[config.mk]
export PLATFORM = sky130hd
export DESIGN_NAME = coil_pulse_driver_with_holdoff
export DESIGN_NICKNAME = d
export VERILOG_FILES = /design/src/rtl/cpd_pkg.sv /design/src/rtl/cpd_chan.sv /design/src/rtl/coil_pulse_driver_with_holdoff.sv
export SDC_FILE = /design/constraint.sdc
export NUM_CORES = 1
export LEC_CHECK = 0
export ABC_AREA = 1
export CORE_UTILIZATION = 35
export CTS_BUF_LIST = sky130_fd_sc_hd__clkbuf_16
export CTS_CLUSTER_SIZE = 12
export DETAILED_ROUTE_END_ITERATION = 6
export DONT_BUFFER_PORTS = 1
export GPL_TIMING_DRIVEN = 0
export SLEW_MARGIN = 20
export SYNTH_ARGS = -nofsm -noshare
export SYNTH_HDL_FRONTEND = slang
export SYNTH_HIERARCHICAL = 1
export SYNTH_SLANG_ARGS = --single-unit
export TNS_END_PERCENT = 30
[constraint.sdc]
create_clock -name clk_i -period 3.5 [get_ports clk_i]
set_clock_uncertainty 0.15 [all_clocks]
set_input_delay 0.7 -clock clk_i [delete_from_list [all_inputs] [get_ports clk_i]]
set_output_delay 0.7 -clock clk_i [all_outputs]
set_load 0.05 [all_outputs]
[src/rtl/cpd_pkg.sv]
// shared constants and channel interface types for the coil pulse driver
// no dependencies
package cpd_pkg;

  localparam int unsigned NumCoils = 6;
  localparam int unsigned CntW     = 16;
  localparam int unsigned ChanW    = 4;
  localparam int unsigned MaskW    = 16;
  localparam int unsigned CfgIdxW  = 2;
  localparam int unsigned QuietW   = 2;
  localparam int unsigned QuietChans = 2;

  localparam logic [QuietW-1:0]  QuietBlock = 2'd2;

  localparam logic [CfgIdxW-1:0] CfgPulseTicks   = 2'd0;
  localparam logic [CfgIdxW-1:0] CfgHoldoffTicks = 2'd1;
  localparam logic [CfgIdxW-1:0] CfgQuietMode    = 2'd2;

  localparam logic KindTick = 1'b0;
  localparam logic KindFire = 1'b1;

  localparam logic [CntW-1:0] PulseTicksRst   = 16'd10;
  localparam logic [CntW-1:0] HoldoffTicksRst = 16'd25;

  typedef struct packed {
    logic step;
    logic tick;
    logic fire;
    logic blocked;
  } cpd_chan_ctrl_t;

  typedef struct packed {
    logic drive;
    logic active;
    logic accepted;
  } cpd_chan_stat_t;

endpackage

[src/rtl/cpd_chan.sv]
// one coil channel: pulse countdown, holdoff elapsed count and drive bit
// depends on cpd_pkg
module cpd_chan import cpd_pkg::*; (
  input  logic           clk_i,
  input  logic           rst_ni,
  input  cpd_chan_ctrl_t ctrl_i,
  input  logic [CntW-1:0] pulse_ticks_i,
  input  logic [CntW-1:0] holdoff_ticks_i,
  output cpd_chan_stat_t stat_o
);

  logic [CntW-1:0] left_q, left_d;
  logic [CntW-1:0] since_q, since_d;
  logic            active_q, active_d;
  logic            drive_q, drive_d;
  logic            accept;

  assign accept = ctrl_i.fire && (since_q >= holdoff_ticks_i);

  always_comb begin
    left_d   = left_q;
    since_d  = since_q;
    active_d = active_q;
    drive_d  = drive_q;
    if (ctrl_i.tick) begin
      if (since_q != {CntW{1'b1}}) begin
        since_d = since_q + CntW'(1);
      end
      if (active_q) begin
        if (left_q == '0) begin
          active_d = 1'b0;
          if (!ctrl_i.blocked) begin
            drive_d = 1'b0;
          end
        end else begin
          left_d = left_q - CntW'(1);
        end
      end
    end else if (accept) begin
      since_d  = '0;
      left_d   = pulse_ticks_i;
      active_d = 1'b1;
      if (!ctrl_i.blocked) begin
        drive_d = 1'b1;
      end
    end
  end

  always_ff @(posedge clk_i or negedge rst_ni) begin
    if (!rst_ni) begin
      left_q   <= '0;
      since_q  <= '0;
      active_q <= 1'b0;
      drive_q  <= 1'b0;
    end else if (ctrl_i.step) begin
      left_q   <= left_d;
      since_q  <= since_d;
      active_q <= active_d;
      drive_q  <= drive_d;
    end
  end

  assign stat_o.drive    = drive_d;
  assign stat_o.active   = active_d;
  assign stat_o.accepted = accept;

endmodule

[src/rtl/coil_pulse_driver_with_holdoff.sv]
// top level of the coil pulse driver: stream ports, config registers, result register
// depends on cpd_pkg and cpd_chan
//
// channel   direction  content
// s_axis    in         tdata: channel; tuser: kind
// m_axis    out        tdata: coil_drive, coil_active; tuser: fire_accepted
// cfg       in         write only: pulse_ticks, holdoff_ticks, quiet_mode
//
// one transaction per cycle unless m_axis stalls; result shows in the next cycle
// on a tick all channel counters update in parallel in the accepting cycle
// reset clears counters, drive bits and config registers to their defaults
// input is taken while the result register is empty or being drained
module coil_pulse_driver_with_holdoff import cpd_pkg::*; (
  input  logic                 clk_i,
  input  logic                 rst_ni,
  input  logic                 s_axis_tvalid,
  output logic                 s_axis_tready,
  input  logic [7:0]           s_axis_tdata,   // [3:0] channel
  input  logic                 s_axis_tuser,   // [0] kind
  output logic                 m_axis_tvalid,
  input  logic                 m_axis_tready,
  output logic [2*MaskW-1:0]   m_axis_tdata,   // [15:0] coil_drive, [31:16] coil_active
  output logic                 m_axis_tuser,   // [0] fire_accepted
  input  logic                 cfg_we_i,
  input  logic [CfgIdxW-1:0]   cfg_idx_i,
  input  logic [CntW-1:0]      cfg_data_i
);

  logic [CntW-1:0]   pulse_ticks_q;
  logic [CntW-1:0]   holdoff_ticks_q;
  logic [QuietW-1:0] quiet_mode_q;

  always_ff @(posedge clk_i or negedge rst_ni) begin
    if (!rst_ni) begin
      pulse_ticks_q   <= PulseTicksRst;
      holdoff_ticks_q <= HoldoffTicksRst;
      quiet_mode_q    <= '0;
    end else if (cfg_we_i) begin
      case (cfg_idx_i)
        CfgPulseTicks:   pulse_ticks_q   <= cfg_data_i;
        CfgHoldoffTicks: holdoff_ticks_q <= cfg_data_i;
        CfgQuietMode:    quiet_mode_q    <= cfg_data_i[QuietW-1:0];
        default: ;
      endcase
    end
  end

  logic             out_valid_q;
  logic             step;
  logic [ChanW-1:0] chan;
  logic             kind;
  logic             quiet;

  assign s_axis_tready = !out_valid_q || m_axis_tready;
  assign step          = s_axis_tvalid && s_axis_tready;
  assign chan          = s_axis_tdata[ChanW-1:0];
  assign kind          = s_axis_tuser;
  assign quiet         = (quiet_mode_q == QuietBlock);

  cpd_chan_stat_t      stat [NumCoils];
  logic [MaskW-1:0]    drive_d, active_d;
  logic                acc_d;

  for (genvar g = 0; g < NumCoils; g++) begin : g_chan
    cpd_chan_ctrl_t ctrl;
    assign ctrl.step    = step;
    assign ctrl.tick    = (kind == KindTick);
    assign ctrl.fire    = (kind == KindFire) && (chan == ChanW'(g));
    assign ctrl.blocked = quiet && (g < QuietChans);

    cpd_chan u_chan (
      .clk_i           (clk_i),
      .rst_ni          (rst_ni),
      .ctrl_i          (ctrl),
      .pulse_ticks_i   (pulse_ticks_q),
      .holdoff_ticks_i (holdoff_ticks_q),
      .stat_o          (stat[g])
    );
  end

  always_comb begin
    drive_d  = '0;
    active_d = '0;
    acc_d    = 1'b0;
    for (int i = 0; i < NumCoils; i++) begin
      drive_d[i]  = stat[i].drive;
      active_d[i] = stat[i].active;
      acc_d       = acc_d | stat[i].accepted;
    end
  end

  logic [MaskW-1:0] drive_q, active_q;
  logic             acc_q;

  always_ff @(posedge clk_i or negedge rst_ni) begin
    if (!rst_ni) begin
      out_valid_q <= 1'b0;
    end else if (s_axis_tready) begin
      out_valid_q <= s_axis_tvalid;
    end
  end

  always_ff @(posedge clk_i) begin
    if (step) begin
      drive_q  <= drive_d;
      active_q <= active_d;
      acc_q    <= acc_d;
    end
  end

  assign m_axis_tvalid = out_valid_q;
  assign m_axis_tdata  = {active_q, drive_q};
  assign m_axis_tuser  = acc_q;

endmodule
==> run_results.csv <==
group,metric,value,unit
synth,ys.flop_type,"dfrtp_1",
clocking,clk_pin_slew,60,ps
floorplanning,boundaryPins,67,
timing,fin_crit,3010,ps
synth,synth_edf_count,13,
floorplanning,die_y,233,µm
clocking,numCtsBuffers,30,
worst_setup_path,crit_arrival,3390,ps
synth,synthTopCellsByArea,"dfrtp_1 (31%), nand2_1 (20%), ha_1 (7.2%)",
timing,finalHoldWorstSlack,-342,ps
routing,drc,0,
floorplanning,die_area,54200,µm²
clocking,cts_root_buf,"clkbuf_16",
clocking,cts.sinks,252,
clocking,cts_tree,"done",
timing,setup_slack,489,ps
grt,grt_pass1_vias,15900,
floorplanning,initial_core_util,0.354,
timing,slew_headroom,0.288,
synth,yosysWarnings,6,
synth,synth_area,18700,µm²
worst_setup_path,endpoint_kind,"flop",
routing,vias,17100,
synth,yosys-top-cells-count,"nand2_1 (1010), inv_1 (332), nand3_1 (267), nor2_1 (253), dfrtp_1 (234)",
routing,dr.pass1.iters,5,
timing,hold_viol,234,
power,power_density,613,nW/µm²
clocking,clockBufferDepth,3,
grt,grt_pass1_wl,87000,µm
final_layout,fin_nets,2975,
synth,synth_area_leader_cell,"dfrtp_1",
routing,via_per_inst,4.82,
run_status,violations,"negative hold slack",
synth,avgSynthCellArea,6.72,µm²
grt,grtUsageTotal,0.205,
min_path,hold_class,"in -> async",
run_status,status,"complete, but fails checks",
clocking,cts.htree.levels,1,
floorplanning,core_area,52700,µm²
final_layout,post-route-util,0.393,
grt,grt_overflow,0,
place,hpwl,37500,µm
synth,synth_seq_area_share,0.342,
worst_setup_path,crit_type,"in -> reg",
routing,wirelength,54600,µm
grt,antenna_found_initial,1,
timing,finalCritPeriodShare,0.860,
synth,synth_most_common_cell,"nand2_1",
place,place_congestion,0.892,
routing,first_iter_violations,1257,
floorplanning,rows,84,
grt,grt_max_degree,240,
routing,wl_per_cell,15.4,µm
power,ir_worst_vdd,0.386,mV
clocking,clock_latency,600,ps
worst_setup_path,path_max_fanout,21,
worst_setup_path,required,3880,ps
place,port_buffers,0,
timing,finalSetupViolations,0,
worst_setup_path,crit_path_start_kind,"primary input",
synth,ys_types,39,
job,maxCapViolations,0,
floorplanning,die_x,233,µm
timing,finalMaxSlewViolations,0,
synth,async_reset_ff_frac,0.948,
synth,ys_ff_latch,252,
timing,worstMarginPinSlew,1060,ps
power,leakage,11.3,nW
timing,max_clock_freq,332,MHz
place,place_inst,3491,
place,dp_slack,321,ps
routing,ant_nets,0,
synth,synth_top_area_share,0.314,
timing,rsz0062_at_grt,"no",
final_layout,drive_gt1_frac,0.0790,
final_layout,syn_to_final_growth,10.9,%
synth,netlist_instances,2778,
final_layout,final_cells,3548,
-- cell type report --
type	instances	area (µm²)
Clock buffer	31	776
Inverter	357	1360
Timing Repair Buffer	2	55.1
Sequential cell	252	6380
Fill cell	5564	32000
Buffer	108	697
Antenna cell	1	2.50
Clock inverter	25	244
Tap cell	688	861
Multi-Input combinational cell	2084	10300
-- placed cells by master (no fill, tap or decap), drive strengths merged --
| master | count |
|---|---|
| o21a | 12 |
| a21oi | 85 |
| ha | 108 |
| nand4 | 42 |
| o21ai | 72 |
| edfxtp | 13 |
| conb | 24 |
| or2 | 18 |
| a31oi | 6 |
| diode | 1 |
| o31ai | 12 |
| inv | 363 |
| nand2 | 1040 |
| clkbuf | 55 |
| dfstp | 5 |
| nand3 | 268 |
| dfrtp | 234 |
| and2 | 6 |
| clkinv | 14 |
| a21o | 6 |
| xor2 | 48 |
| buf | 86 |
| nand3b | 12 |
| bufinv | 5 |
| nor3 | 48 |
| nor2 | 265 |
| xnor2 | 12 |
-- sequential cells by signal (all words and copies together) (netlist names) --
register                count
m_axis_tuser                1
g_chan.u_chan/left_q       96
holdoff_ticks_q            16
quiet_mode_q                2
g_chan.u_chan/drive_q       6
drive_q                     6
m_axis_tvalid               1
g_chan.u_chan/since_q      96
active_q                    6
pulse_ticks_q              16
g_chan.u_chan/active_q      6
-- final timing paths --
| check | from | to | slack (ps) | cells past startpoint |
|---|---|---|---|---|
| worst max-delay path | s_axis_tuser | g_chan[1].u_chan/since_q[9]$_DFFE_PN0P_ | 490 | 9 |
| worst min-delay path | rst_ni | g_chan[1].u_chan/since_q[1]$_DFFE_PN0P_ | -340 | 0 |
| worst max register to register | holdoff_ticks_q[1]$_DFFE_PN0P_ | m_axis_tuser$_DFFE_PP_ | 560 | 15 |
| worst min register to register | g_chan[0].u_chan/left_q[1]$_DFFE_PN0P_ | g_chan[0].u_chan/left_q[1]$_DFFE_PN0P_ | 320 | 2 |
| max in group asynchronous | rst_ni | g_chan[1].u_chan/since_q[9]$_DFFE_PN0P_ | 3030 | 0 |
| min in group clk_i | cfg_data_i[3] | pulse_ticks_q[3]$_DFFE_PN1P_ | 60 | 2 |
-- per-stage QoR --
step           total power [W]  cell area (µm²)  hold slack, ps  setup TNS [ps]
6_report                0.0127            20700            -342               0
5_1_grt                 0.0138            20700            -366               0
4_1_cts                 0.0128            20700            -370               0
3_5_place_dp           0.00941            19700             270               0
3_3_place_gp           0.00934            19600             270         -147760
2_1_floorplan          0.00820            18700             254               0
-- cell families after synthesis --
kind of cell,share of synthesized area
compound gates,0.0562
fa+ha+maj,0.0724
xor+xnor,0.0282
buf+inv,0.110
other cells,0.000201
simple gates,0.391
flops,0.342
-- worst max-delay path, cell delays in order --
cell and delay, ps:
clkinv_1 800, nor2_1 310, nand2_1 100, nor2_1 360, nand2_1 170, nand2_2 220, clkbuf_1 460, nand3_1 150
nand2_1 100
-- metal layers --
metal / wire (µm) / vias up / track usage
met5: 0 / - / 0
met4: 1450 / 0 / 0.0586
met3: 3300 / 69 / 0.0328
met2: 24700 / 379 / 0.336
met1: 25100 / 7822 / 0.277
li1: - / 8815 / -
-- timing repair --
| action | in CTS | in global routing |
|---|---|---|
| resized for setup | 0 | 0 |
| endpoints found under the hold margin | 239 | 239 |
| setup buffers | 0 | 0 |
-- power by group --
group | internal (W) | total (W) | switching (W)
clock network | 0.00196 | 0.00330 | 0.00134
registers | 0.00370 | 0.00489 | 0.00119
logic | 0.00176 | 0.00451 | 0.00275
(Power assumes the default switching activity.)
